**src/rtl/ibsdp_pkg.sv**
```systemverilog
// Package for the int4 block-scaled dot product core.
// Holds field widths, derived product widths and shared types; no dependencies.
`timescale 1ns / 1ps
`default_nettype none

package ibsdp_pkg;

  // Field widths
  localparam int WB_W    = 8;   // packed weight word
  localparam int NIB_W   = 4;   // one weight nibble
  localparam int ACT_W   = 16;  // Q4.11 activation
  localparam int SCALE_W = 16;  // unsigned Q4.12 block scale
  localparam int ACC_W   = 48;  // accumulator and result, 23 fraction bits

  // Derived product widths
  localparam int PROD1_W = NIB_W + ACT_W;          // weight * activation
  localparam int PROD_W  = PROD1_W + SCALE_W + 1;  // times scale (scale zero-extended)
  localparam int PAIR_W  = PROD_W + 1;             // sum of both lanes

  // Block size register
  localparam int BP_W   = 12;
  localparam int PIB_W  = 11;
  localparam logic [BP_W-1:0] BP_RESET = BP_W'(16);
  localparam logic [BP_W-1:0] BP_MAX   = BP_W'(2048);

  // Control handed from the lane pipeline to the merge stage
  typedef struct packed {
    logic valid;  // lane products for one word are present and move on
    logic last;   // word closes a row
  } merge_ctl_t;

endpackage : ibsdp_pkg

`default_nettype wire

```
**src/rtl/ibsdp_if.sv**
```systemverilog
// Valid/ready channel interfaces for the input words and the result words.
// Depends on ibsdp_pkg for field widths.
`timescale 1ns / 1ps
`default_nettype none

interface ibsdp_in_if;
  logic                                valid;
  logic                                ready;
  logic [ibsdp_pkg::WB_W-1:0]          weight_byte;
  logic signed [ibsdp_pkg::ACT_W-1:0]  act_even;
  logic signed [ibsdp_pkg::ACT_W-1:0]  act_odd;
  logic [ibsdp_pkg::SCALE_W-1:0]       block_scale;
  logic                                last_pair;

  modport source (output valid, weight_byte, act_even, act_odd, block_scale, last_pair,
                  input ready);
  modport sink   (input valid, weight_byte, act_even, act_odd, block_scale, last_pair,
                  output ready);
endinterface : ibsdp_in_if

interface ibsdp_out_if;
  logic                                valid;
  logic                                ready;
  logic signed [ibsdp_pkg::ACC_W-1:0]  dot_product;
  logic                                saturated;

  modport source (output valid, dot_product, saturated, input ready);
  modport sink   (input valid, dot_product, saturated, output ready);
endinterface : ibsdp_out_if

`default_nettype wire

```
**src/rtl/int4_block_scaled_dot_product_core.sv**
```systemverilog
// Top level of the int4 block-scaled dot product core.
// Uses ibsdp_pkg, ibsdp_in_if, ibsdp_out_if, ibsdp_lane and ibsdp_merge.
//
// Use:
//   in_ch  : one word per weight pair: packed byte (low nibble with act_even,
//            high nibble with act_odd, offset 8), two Q4.11 activations, the
//            block scale (taken only on a block's first pair) and last_pair.
//   out_ch : one word per row, sent for the word with last_pair set: the Q.23
//            dot product and a flag that the accumulator clipped in that row.
//   cfg_we / cfg_wdata : block size in weight pairs (0 acts as 1, above 2048
//            as 2048); write only while the core is idle. Resets to 16.
// Two multiply lanes (even, odd) run side by side, each two register stages
// deep; the merge stage does the saturating accumulate.
// A row's closing word passes both lane stages and then the merge stage's
// result register. Throughput: one input word per cycle while not stalled.
// Stalls: in_ch.ready drops only while a result waits unread in the output
// register; the whole pipeline then holds. Otherwise words keep flowing.
// Reset (rst_n low, synchronous) clears the accumulator, the pair counter,
// the latched scale, the pipeline's valid and row-end tags and the output valid.
`timescale 1ns / 1ps
`default_nettype none

module int4_block_scaled_dot_product_core (
  input  wire logic                          clk,
  input  wire logic                          rst_n,
  ibsdp_in_if.sink                           in_ch,
  ibsdp_out_if.source                        out_ch,
  input  wire logic                          cfg_we,
  input  wire logic [ibsdp_pkg::BP_W-1:0]    cfg_wdata
);

  logic                                 advance;
  logic                                 hold;
  logic                                 in_acc;
  logic [ibsdp_pkg::BP_W-1:0]           bp_r, bp_eff;
  logic [ibsdp_pkg::PIB_W-1:0]          pib_r, pib_nxt;
  logic [ibsdp_pkg::BP_W-1:0]           pib_inc;
  logic [ibsdp_pkg::SCALE_W-1:0]        scale_r, scale_sel;
  logic                                 v1_r, v2_r, last1_r, last2_r;
  logic signed [ibsdp_pkg::PROD_W-1:0]  prod_even, prod_odd;
  ibsdp_pkg::merge_ctl_t                mctl;

  // pipeline moves unless a row result is blocked at the output
  assign advance     = !hold;
  assign in_ch.ready = advance;
  assign in_acc      = in_ch.valid && advance;

  // block size register
  always_ff @(posedge clk) begin
    if (!rst_n) begin
      bp_r <= ibsdp_pkg::BP_RESET;
    end else if (cfg_we) begin
      bp_r <= cfg_wdata;
    end
  end

  always_comb begin
    if (bp_r == '0) begin
      bp_eff = ibsdp_pkg::BP_W'(1);
    end else if (bp_r > ibsdp_pkg::BP_MAX) begin
      bp_eff = ibsdp_pkg::BP_MAX;
    end else begin
      bp_eff = bp_r;
    end
  end

  // pair counter and scale latch; blocks run on across rows
  assign scale_sel = (pib_r == '0) ? in_ch.block_scale : scale_r;
  assign pib_inc   = ibsdp_pkg::BP_W'(pib_r) + ibsdp_pkg::BP_W'(1);
  assign pib_nxt   = (pib_inc >= bp_eff) ? '0 : pib_inc[ibsdp_pkg::PIB_W-1:0];

  always_ff @(posedge clk) begin
    if (!rst_n) begin
      pib_r   <= '0;
      scale_r <= '0;
    end else if (in_acc) begin
      pib_r   <= pib_nxt;
      scale_r <= scale_sel;
    end
  end

  // valid and row-end tags alongside the lane stages
  always_ff @(posedge clk) begin
    if (!rst_n) begin
      v1_r    <= 1'b0;
      v2_r    <= 1'b0;
      last1_r <= 1'b0;
      last2_r <= 1'b0;
    end else if (advance) begin
      v1_r    <= in_ch.valid;
      last1_r <= in_ch.last_pair;
      v2_r    <= v1_r;
      last2_r <= last1_r;
    end
  end

  ibsdp_lane u_lane_even (
    .clk   (clk),
    .en    (advance),
    .nib   (in_ch.weight_byte[ibsdp_pkg::NIB_W-1:0]),
    .act   (in_ch.act_even),
    .scale (scale_sel),
    .prod  (prod_even)
  );

  ibsdp_lane u_lane_odd (
    .clk   (clk),
    .en    (advance),
    .nib   (in_ch.weight_byte[ibsdp_pkg::WB_W-1:ibsdp_pkg::NIB_W]),
    .act   (in_ch.act_odd),
    .scale (scale_sel),
    .prod  (prod_odd)
  );

  assign mctl.valid = v2_r && advance;
  assign mctl.last  = last2_r;

  ibsdp_merge u_merge (
    .clk       (clk),
    .rst_n     (rst_n),
    .ctl       (mctl),
    .prod_even (prod_even),
    .prod_odd  (prod_odd),
    .hold      (hold),
    .out_ch    (out_ch)
  );

endmodule : int4_block_scaled_dot_product_core

`default_nettype wire

```
**src/rtl/ibsdp_lane.sv**
```systemverilog
// One multiply lane: (nibble - 8) * activation, then times the block scale.
// Two registered stages; depends on ibsdp_pkg.
`timescale 1ns / 1ps
`default_nettype none

module ibsdp_lane (
  input  wire logic                                clk,
  input  wire logic                                en,
  input  wire logic [ibsdp_pkg::NIB_W-1:0]         nib,
  input  wire logic signed [ibsdp_pkg::ACT_W-1:0]  act,
  input  wire logic [ibsdp_pkg::SCALE_W-1:0]       scale,
  output logic signed [ibsdp_pkg::PROD_W-1:0]      prod
);

  logic signed [ibsdp_pkg::NIB_W-1:0]   wgt;
  logic signed [ibsdp_pkg::PROD1_W-1:0] prod1_nxt, prod1_r;
  logic [ibsdp_pkg::SCALE_W-1:0]        scale_r;
  logic signed [ibsdp_pkg::PROD_W-1:0]  prod_nxt, prod_r;

  // offset-8 nibble to two's complement: flip the top bit
  assign wgt = {~nib[ibsdp_pkg::NIB_W-1], nib[ibsdp_pkg::NIB_W-2:0]};

  assign prod1_nxt = wgt * act;
  assign prod_nxt  = prod1_r * $signed({1'b0, scale_r});

  // payload stages, no reset needed
  always_ff @(posedge clk) begin
    if (en) begin
      prod1_r <= prod1_nxt;
      scale_r <= scale;
      prod_r  <= prod_nxt;
    end
  end

  assign prod = prod_r;

endmodule : ibsdp_lane

`default_nettype wire

```
**src/rtl/ibsdp_merge.sv**
```systemverilog
// Merge stage: adds both lane products into the saturating accumulator and
// holds the finished row result. Depends on ibsdp_pkg and ibsdp_out_if.
`timescale 1ns / 1ps
`default_nettype none

module ibsdp_merge (
  input  wire logic                               clk,
  input  wire logic                               rst_n,
  input  wire ibsdp_pkg::merge_ctl_t              ctl,
  input  wire logic signed [ibsdp_pkg::PROD_W-1:0] prod_even,
  input  wire logic signed [ibsdp_pkg::PROD_W-1:0] prod_odd,
  output logic                                    hold,
  ibsdp_out_if.source                             out_ch
);

  localparam int SUM_W = ibsdp_pkg::ACC_W + 1;

  logic signed [ibsdp_pkg::ACC_W-1:0]  acc_r, acc_nxt;
  logic                                clip_r, clip_nxt;
  logic signed [ibsdp_pkg::PAIR_W-1:0] pair_sum;
  logic signed [SUM_W-1:0]             sum;
  logic signed [ibsdp_pkg::ACC_W-1:0]  acc_sat;
  logic                                ovf;
  logic                                out_valid_r, out_valid_nxt;
  logic signed [ibsdp_pkg::ACC_W-1:0]  dot_r;
  logic                                sat_r;

  // pair sum always fits well inside the accumulator range
  assign pair_sum = ibsdp_pkg::PAIR_W'(prod_even) + ibsdp_pkg::PAIR_W'(prod_odd);
  assign sum      = SUM_W'(acc_r) + SUM_W'(pair_sum);
  assign ovf      = sum[SUM_W-1] != sum[SUM_W-2];

  // clip to the signed bounds on overflow
  always_comb begin
    if (!ovf) begin
      acc_sat = sum[ibsdp_pkg::ACC_W-1:0];
    end else if (sum[SUM_W-1]) begin
      acc_sat = {1'b1, {(ibsdp_pkg::ACC_W-1){1'b0}}};
    end else begin
      acc_sat = {1'b0, {(ibsdp_pkg::ACC_W-1){1'b1}}};
    end
  end

  // accumulator: cleared when a row's closing word is taken into the result register
  always_comb begin
    acc_nxt  = acc_r;
    clip_nxt = clip_r;
    if (ctl.valid) begin
      if (ctl.last) begin
        acc_nxt  = '0;
        clip_nxt = 1'b0;
      end else begin
        acc_nxt  = acc_sat;
        clip_nxt = clip_r | ovf;
      end
    end
  end

  // result register: free when empty or taken this cycle
  assign hold = out_valid_r && !out_ch.ready;

  always_comb begin
    out_valid_nxt = out_valid_r && !out_ch.ready;
    if (ctl.valid && ctl.last) begin
      out_valid_nxt = 1'b1;
    end
  end

  always_ff @(posedge clk) begin
    if (!rst_n) begin
      acc_r       <= '0;
      clip_r      <= 1'b0;
      out_valid_r <= 1'b0;
    end else begin
      acc_r       <= acc_nxt;
      clip_r      <= clip_nxt;
      out_valid_r <= out_valid_nxt;
    end
  end

  always_ff @(posedge clk) begin
    if (ctl.valid && ctl.last) begin
      dot_r <= acc_sat;
      sat_r <= clip_r | ovf;
    end
  end

  assign out_ch.valid       = out_valid_r;
  assign out_ch.dot_product = dot_r;
  assign out_ch.saturated   = sat_r;

endmodule : ibsdp_merge

`default_nettype wire

```
**src/flat_wrapper.sv**
```systemverilog
// flat-port wrapper written by rule: the top's interface ports become plain ports
module int4_block_scaled_dot_product_core_flat 
  (clk, rst_n, cfg_we, cfg_wdata, in_ch_valid, in_ch_weight_byte, in_ch_act_even, in_ch_act_odd, in_ch_block_scale, in_ch_last_pair, in_ch_ready, out_ch_valid, out_ch_dot_product, out_ch_saturated, out_ch_ready);
  ibsdp_in_if in_ch_i ();
  ibsdp_out_if out_ch_i ();
  input  wire logic clk;
  input  wire logic rst_n;
  input  wire logic cfg_we;
  input  wire logic [ibsdp_pkg::BP_W-1:0] cfg_wdata;
  input wire logic [$bits(in_ch_i.valid)-1:0] in_ch_valid;
  input wire logic [$bits(in_ch_i.weight_byte)-1:0] in_ch_weight_byte;
  input wire logic [$bits(in_ch_i.act_even)-1:0] in_ch_act_even;
  input wire logic [$bits(in_ch_i.act_odd)-1:0] in_ch_act_odd;
  input wire logic [$bits(in_ch_i.block_scale)-1:0] in_ch_block_scale;
  input wire logic [$bits(in_ch_i.last_pair)-1:0] in_ch_last_pair;
  output wire logic [$bits(in_ch_i.ready)-1:0] in_ch_ready;
  output wire logic [$bits(out_ch_i.valid)-1:0] out_ch_valid;
  output wire logic [$bits(out_ch_i.dot_product)-1:0] out_ch_dot_product;
  output wire logic [$bits(out_ch_i.saturated)-1:0] out_ch_saturated;
  input wire logic [$bits(out_ch_i.ready)-1:0] out_ch_ready;
  assign in_ch_i.valid = in_ch_valid;
  assign in_ch_i.weight_byte = in_ch_weight_byte;
  assign in_ch_i.act_even = in_ch_act_even;
  assign in_ch_i.act_odd = in_ch_act_odd;
  assign in_ch_i.block_scale = in_ch_block_scale;
  assign in_ch_i.last_pair = in_ch_last_pair;
  assign in_ch_ready = in_ch_i.ready;
  assign out_ch_valid = out_ch_i.valid;
  assign out_ch_dot_product = out_ch_i.dot_product;
  assign out_ch_saturated = out_ch_i.saturated;
  assign out_ch_i.ready = out_ch_ready;
  int4_block_scaled_dot_product_core u_core (.clk(clk), .rst_n(rst_n), .in_ch(in_ch_i), .out_ch(out_ch_i), .cfg_we(cfg_we), .cfg_wdata(cfg_wdata));
endmodule
```
**config.mk**
```make
export PLATFORM = sky130hd
export DESIGN_NAME = int4_block_scaled_dot_product_core_flat
export DESIGN_NICKNAME = d
export VERILOG_FILES = /design/src/rtl/ibsdp_pkg.sv /design/src/rtl/ibsdp_if.sv /design/src/rtl/int4_block_scaled_dot_product_core.sv /design/src/rtl/ibsdp_lane.sv /design/src/rtl/ibsdp_merge.sv /design/src/flat_wrapper.sv
export SDC_FILE = /design/constraint.sdc
export NUM_CORES = 2
export LEC_CHECK = 0
export BUFFER_PORTS_ARGS = -buffer_cell sky130_fd_sc_hd__clkbuf_2
export CAP_MARGIN = 20
export CORE_ASPECT_RATIO = 1.75
export CORE_MARGIN = 2
export CORE_UTILIZATION = 59
export CTS_BUF_LIST = sky130_fd_sc_hd__clkbuf_16
export DETAILED_ROUTE_END_ITERATION = 16
export GPL_TIMING_DRIVEN = 0
export PLACE_DENSITY = 0.81
export SYNTH_ARGS = -nofsm -noshare
export SYNTH_HDL_FRONTEND = slang
export SYNTH_SLANG_ARGS = --single-unit
export TNS_END_PERCENT = 30
```
**constraint.sdc**
```tcl
create_clock -name clk -period 5.7 [get_ports clk]
set_input_delay 1.14 -clock clk [delete_from_list [all_inputs] [get_ports clk]]
set_output_delay 1.14 -clock clk [all_outputs]
set_load 0.02 [all_outputs]
```
# Yosys cells after proc, flatten, opt, wreduce, memory -nomap -nowiden

Cells that the tools add are included.

$add $sub $neg: 3
Multiply operators: 4
$lt $le $gt $ge: 2
Equal/unequal tests: 1
Muxes and demuxes: 9
Bitwise logic cells: 3
Reductions and logical operators: 8

Operators by type and width:

| kind                    | number |
|---|---|
| $mux W48                | 3 |
| $mul A20 B17 Y37        | 2 |
| $add A48 B38 Y49        | 1 |
| $mul A4 B16 Y20         | 2 |
| $add A37 B37 Y38        | 1 |
| $mux W12                | 2 |
| $mux W16                | 1 |
| $add A11 B1 Y12 const B | 1 |
| $ge A12 B12 Y1          | 1 |
| $gt A12 B12 Y1 const B  | 1 |
| $logic_not A12 Y1       | 1 |
| $logic_not A11 Y1       | 1 |
| $mux W11                | 1 |
| $logic_and A1 B1 Y1     | 4 |
| $logic_not A1 Y1        | 2 |
| $mux W1                 | 2 |
| $not A1 Y1              | 2 |
| $ne A1 B1 Y1            | 1 |
| $or A1 B1 Y1            | 1 |

Register bits: 272
Input bits: 74
Output and inout bits: 51

# Logic depth before layout (Yosys ltp)

Depth after elaboration: 6
Gate-level depth with buffers: 25
Depth with buffers taken out: 24

# Cells and area by module

From an unflattened synthesis, not the netlist that was laid out.

Cells, all modules: 4407
Area total of the unflattened synthesis: 42584.6 um^2

By module, submodules not included:

| module                             | instances | cells each | area an instance (um^2) | seq. area each (um^2) |
|---|---|---|---|---|
| ibsdp_lane at u_core.u_lane_even   | 1         | 1697       | 16353.2                 | 2192.1 |
| ibsdp_lane at u_core.u_lane_odd    | 1         | 1685       | 16320.7                 | 2192.1 |
| ibsdp_merge                        | 1         | 773        | 7536.0                  | 2472.4 |
| int4_block_scaled_dot_product_core | 1         | 252        | 2374.8                  | 860.8 |

# Worst setup path after synthesis

OpenSTA, ideal clock, no wires.

Path type: reg-to-reg
Start: register u_core.u_lane_even.scale_r[3] (netlist bit)
End: register u_core.u_lane_even.prod_r (netlist bit u_core.u_lane_even.prod[30]) (data pin)
Arrival: 6.037 ns
Required time: 5.435 ns
Setup slack: -0.602 ns
Stages on the path, launching flop included: 23
Buffers on the path: 2
Period minus slack after synthesis: 6.302 ns
Path through: edfxtp_1 -> clkbuf_1 -> clkbuf_1 -> nand2_1 -> fa_1 -> fa_1 -> fa_1 -> inv_1 -> fa_1 -> fa_1 -> inv_1 -> fa_1 -> inv_1 -> ha_1 -> a21o_1 -> a21oi_1 -> nand3b_1 -> o21ai_0 -> o311a_1 -> o21ai_0 -> a41oi_1 -> o21ai_0 -> xor2_1

Cells in the longest elaborated chain, start to end: 1

RTL lines:

| what                                     | line             | text |
|---|---|---|
| from (decl)                              | ibsdp_lane.sv:17 | `logic [ibsdp_pkg::SCALE_W-1:0] scale_r;` |
| from (signal assigned)                   | ibsdp_lane.sv:30 | `scale_r <= scale;` |
| $mul A20 B17 Y37                         | ibsdp_lane.sv:24 | `assign prod_nxt = prod1_r * $signed({1'b0, scale_r});` |
| via u_core.u_lane_even.prod_nxt, one bit | ibsdp_lane.sv:18 | `logic signed [ibsdp_pkg::PROD_W-1:0] prod_nxt, prod_r;` |
| to (signal assigned)                     | ibsdp_lane.sv:31 | `prod_r <= prod_nxt;` |
| to (decl)                                | ibsdp_lane.sv:18 |  |

The timed path passes the listed nets, and every way through them passes these cells.
A chain may end at the register's enable or synchronous reset.

==> summary.md <==
| Metric | Value |
|---|---|
| Status | `finished with violations` |
| Failing checks | `setup timing` |
| Worst setup skew after layout | `0.01203 ns` |
| Count of yosys warnings during synthesis | `0` |
| Distinct cell type count of the synthesized netlist | `74` |
| Cell area after placement | `43690 um^2` |
| Area share of fa/ha/maj cells after synthesis | `46.56%` |
| Critical path capture point type | `register` |
| Average size of a mapped cell | `9.578 um^2` |
| Start point of the worst hold path | `u_core.pib_r[10]` |
| Final estimated routing congestion in global placement | `1.051` |
| Area of the die | `72880 um^2` |
| Number of iterations in the first detailed-routing pass | `7` |
| Netlist Area Pre-Place | `41680 um^2` |
| # DRC | `0` |
| Chip height | `355.6 um` |
| Multiplexer share of the synthesized area | `1.255%` |
| Global-route wire length before repair | `184400 um` |
| Post-detailed-route count of antenna-violating nets | `0` |
| Wire length per cell | `21.44 um` |
| Number of vias per cell | `5.662` |
| Largest area contributor in the netlist | `sky130_fd_sc_hd__fa_1` |
| TritonCTS clock tree | `built` |
| Synth Register Bits | `272` |
| Share of the synthesized area in compound gates (AO/OA/AOI/OAI) | `7.594%` |
| Pin count of the biggest net entering global routing | `101` |
| Insertion delay to the later sink of the worst-skew pair | `0.61 ns` |
| Non-Filler Cell Area, Final | `46600 um^2` |
| Part of the cycle the worst path needs | `118.9%` |
| Fin Hold WS | `0.4833 ns` |
| Reg-to-reg startpoint | `u_core.u_lane_even.scale_r[5]` |
| Via count | `31360` |
| Data required time of the critical path | `6.04 ns` |
| EDFF count, synth | `179` |
| Synth top area cells | `sky130_fd_sc_hd__fa_1 (36%), sky130_fd_sc_hd__edfxtp_1 (13%), sky130_fd_sc_hd__ha_1 (9.6%)` |
| Combinational family with the most area after synthesis | `adder cells` |
| Fraction of final layout cells with drive strength greater than 1 | `12.78%` |
| Class of the most critical setup path | `reg -> reg` |
| Simple-Gate Fraction of Synth Area | `14.16%` |
| I/O Buffers | `122` |
| Tightest slew margin relative to the limit | `31.77%` |
| Number of buffers on the longest clock path | `3` |
| Final Net Count | `5745` |
| Total of endpoints with negative setup slack in the final report | `40` |
| Overall Global Routing Usage | `33.78%` |
| Die boundary width | `204.9 um` |
| Initial antenna violation count | `6` |
| Data arrival at the endpoint of the critical path | `7.11 ns` |
| Startpoint types | `register` |
| Standard-cell rows | `129` |
| CTS H-tree lvls | `1` |
| Final hold vios | `0` |
| Final Max Slew Viols | `0` |
| TritonCTS Buffers | `27` |
| Core box area | `70370 um^2` |
| Share of the synthesized netlist area taken by xor and xnor gates | `3.173%` |
| Filler instances | `5675` |
| Buffer type at the clock tree root | `sky130_fd_sc_hd__clkbuf_16` |
| Area delta synth->final | `11.79%` |
| Initial Util | `59.23%` |
| Total wire length after detailed routing | `118700 um` |
| F_max | `0.1476 GHz` |
| Tightest Hold Check Type | `reg -> reg` |
| Worst Tran Pin Value | `1.020 ns` |
| Max-Cap Viols | `0` |
| Final worst setup slack | `-1.075 ns` |
| DRC marker count from the first detailed-route iteration | `1904` |
| Share of the synthesized area in the top cell type | `36.36%` |
| # hold bufs at CTS | `0` |
| Post-detailed-placement half-perimeter wirelength | `96090 um` |
| Post-layout util | `66.22%` |
| Maximum fanout encountered on the critical timing path | `4` |
| Synthesized net count | `5502` |
| Top-level I/O count | `125` |
| Minimum clock period after layout | `6.775 ns` |
| Via count of the first global-routing pass | `33850` |
| Clock Sinks | `272` |
| Fraction of registers with async set or reset after synthesis | `0%` |
| Seq/Total Area, Yosys | `17.36%` |
| RSZ-0062 raised after global routing | `true` |
| Clk slew on worst S/H paths | `0.06 ns` |
| Minimum setup slack after placement | `-2.188 ns` |
| Launch point of the worst path | `u_core.u_lane_even.scale_r[5]` |
| Congestion Overflow GR | `0` |
| Number of instances in the synthesized netlist | `4352` |
| Most common flop cell mapped by yosys | `sky130_fd_sc_hd__edfxtp_1` |
state kept, by name (all words and copies together) (netlist names):
register                           cells
u_core.scale_r                        16
u_core.u_merge.acc_r                  48
u_core.u_lane_odd.prod1_r             20
u_core.u_lane_even.prod1_r            20
u_core.u_lane_even.prod               37
u_core.u_merge.out_ch.dot_product     48
u_core.u_merge.out_ch.valid            1
u_core.u_merge.out_ch.saturated        1
u_core.u_merge.clip_r                  1
u_core.last2_r                         1
u_core.v1_r                            1
u_core.v2_r                            1
u_core.bp_r                           12
u_core.u_lane_even.scale_r            16
u_core.last1_r                         1
u_core.u_lane_odd.prod                37
u_core.pib_r                          11
metal layers:
metal,part of all wire (%),track usage (%)
met1,32,33.03
met2,50,58.74
met3,6.6,6.457
met4,12,32.55
met5,0.072,0
cell families (layout without fill, tap and decap cells):
| group | count (synthesis) | count (layout) |
|---|---|---|
| multiplexers | 50 | 50 |
| XOR/XNOR | 151 | 151 |
| AO/OA/AOI/OAI | 474 | 474 |
| buffers and inverters | 1086 | 1350 |
| flip-flops | 272 | 272 |
| adder cells (fa/ha/maj) | 1102 | 1102 |
| other | 0 | 5 |
| AND/OR/NAND/NOR | 1217 | 1217 |
stage by stage:
stage / cells / setup TNS [ns]
3_3_place_gp: 5391 / -76.13
3_5_place_dp: 5394 / -57.37
5_1_grt: 5533 / -28.56
6_report: 5538 / -21.85
4_1_cts: 5528 / -16.23
2_1_floorplan: 4352 / -1.389
final timing paths:
check	slack, ns	to	depth (start not counted)
worst min register to register	0.48	u_core.pib_r[10]	2
worst max-delay path	-1.07	u_core.u_lane_odd.prod[35]	22
worst max register to register	-1.07	u_core.u_lane_odd.prod[35]	22
worst min-delay path	0.48	u_core.pib_r[10]	2
placed cells by master (no fill, tap or decap), types with 17 or more instances in the layout:
cell type and count:
sky130_fd_sc_hd__a221o_1 31, sky130_fd_sc_hd__nor2_1 84, sky130_fd_sc_hd__o21a_1 22, sky130_fd_sc_hd__a21oi_1 103, sky130_fd_sc_hd__nand2b_1 24, sky130_fd_sc_hd__nand4_1 18
sky130_fd_sc_hd__nand3_1 38, sky130_fd_sc_hd__inv_1 907, sky130_fd_sc_hd__and2_1 284, sky130_fd_sc_hd__dfxtp_1 93, sky130_fd_sc_hd__clkbuf_4 26, sky130_fd_sc_hd__xor2_1 36
sky130_fd_sc_hd__clkbuf_1 51, sky130_fd_sc_hd__inv_2 19, sky130_fd_sc_hd__or2_2 37, sky130_fd_sc_hd__ha_1 291, sky130_fd_sc_hd__clkbuf_8 25, sky130_fd_sc_hd__edfxtp_1 179
sky130_fd_sc_hd__buf_4 75, sky130_fd_sc_hd__o21ai_0 76, sky130_fd_sc_hd__nor3_1 30, sky130_fd_sc_hd__ha_4 24, sky130_fd_sc_hd__clkbuf_2 150, sky130_fd_sc_hd__a21oi_2 17
sky130_fd_sc_hd__xnor2_1 106, sky130_fd_sc_hd__fa_1 745, sky130_fd_sc_hd__nand2_1 579, sky130_fd_sc_hd__a21o_1 70, sky130_fd_sc_hd__buf_6 17, sky130_fd_sc_hd__nor2b_1 47
sky130_fd_sc_hd__mux2_2 18, sky130_fd_sc_hd__clkbuf_16 34, sky130_fd_sc_hd__maj3_1 24, sky130_fd_sc_hd__mux2i_1 32
cells in the mapped netlist, types with 11 or more instances:
library cell	n
sky130_fd_sc_hd__a22o_1	11
sky130_fd_sc_hd__o21ai_0	97
sky130_fd_sc_hd__nand4_1	18
sky130_fd_sc_hd__edfxtp_1	179
sky130_fd_sc_hd__nand2b_1	24
sky130_fd_sc_hd__nor3_1	32
sky130_fd_sc_hd__clkbuf_1	145
sky130_fd_sc_hd__xnor2_1	115
sky130_fd_sc_hd__a221o_1	31
sky130_fd_sc_hd__or2_2	37
sky130_fd_sc_hd__mux2_2	18
sky130_fd_sc_hd__o21bai_1	13
sky130_fd_sc_hd__nor2_1	88
sky130_fd_sc_hd__mux2i_1	32
sky130_fd_sc_hd__maj3_1	24
sky130_fd_sc_hd__nand3_1	40
sky130_fd_sc_hd__xor2_1	36
sky130_fd_sc_hd__dfxtp_1	93
sky130_fd_sc_hd__ha_1	319
sky130_fd_sc_hd__o21a_1	22
sky130_fd_sc_hd__a31oi_1	16
sky130_fd_sc_hd__nand2_1	584
sky130_fd_sc_hd__a21oi_1	123
sky130_fd_sc_hd__a21o_1	70
sky130_fd_sc_hd__fa_1	757
sky130_fd_sc_hd__inv_1	921
sky130_fd_sc_hd__nor2b_1	50
sky130_fd_sc_hd__and2_1	295
sky130_fd_sc_hd__and3_1	16
sky130_fd_sc_hd__buf_2	14
cell type report:
cell class	count	area, um^2	area share, %
tap	917	1147	2.462
antenna	5	12.51	0.02685
sequential	272	7237	15.53
clock inverter	22	190.2	0.4081
timing repair buffer	215	1459	3.131
clock buffer	28	700.7	1.504
inverter	921	3463	7.432
multi-input combinational	2994	31170	66.88
buffer	164	1222	2.623
worst max-delay path, cell delays in order (launching register included):
cell                       delay, ns
sky130_fd_sc_hd__edfxtp_1       0.52
sky130_fd_sc_hd__clkbuf_8       0.21
sky130_fd_sc_hd__and2_4         0.14
sky130_fd_sc_hd__fa_1           0.54
sky130_fd_sc_hd__inv_1          0.06
sky130_fd_sc_hd__fa_1           0.44
sky130_fd_sc_hd__fa_1           0.53
sky130_fd_sc_hd__fa_1           0.52
sky130_fd_sc_hd__inv_1          0.05
sky130_fd_sc_hd__fa_1           0.47
sky130_fd_sc_hd__inv_1          0.05
sky130_fd_sc_hd__fa_1           0.49
sky130_fd_sc_hd__inv_2          0.06
sky130_fd_sc_hd__ha_4           0.28
sky130_fd_sc_hd__nand3_4        0.09
sky130_fd_sc_hd__nor4_4         0.18
sky130_fd_sc_hd__nor2_2         0.09
sky130_fd_sc_hd__a21oi_2        0.25
sky130_fd_sc_hd__a21oi_4        0.14
sky130_fd_sc_hd__o211ai_1       0.40
sky130_fd_sc_hd__o311a_1        0.35
sky130_fd_sc_hd__a31oi_4        0.13
sky130_fd_sc_hd__o211ai_1       0.51
what timing repair did:
item	4_1_cts	5_1_grt
gates resized for setup	301	58
setup endpoints to repair	51	48
pin swaps	82	37
cloned	1	0
setup buffers	84	7
Power is not shown: default switching activity piles up to over one toggle a cycle in this logic, so the estimate is an artifact.
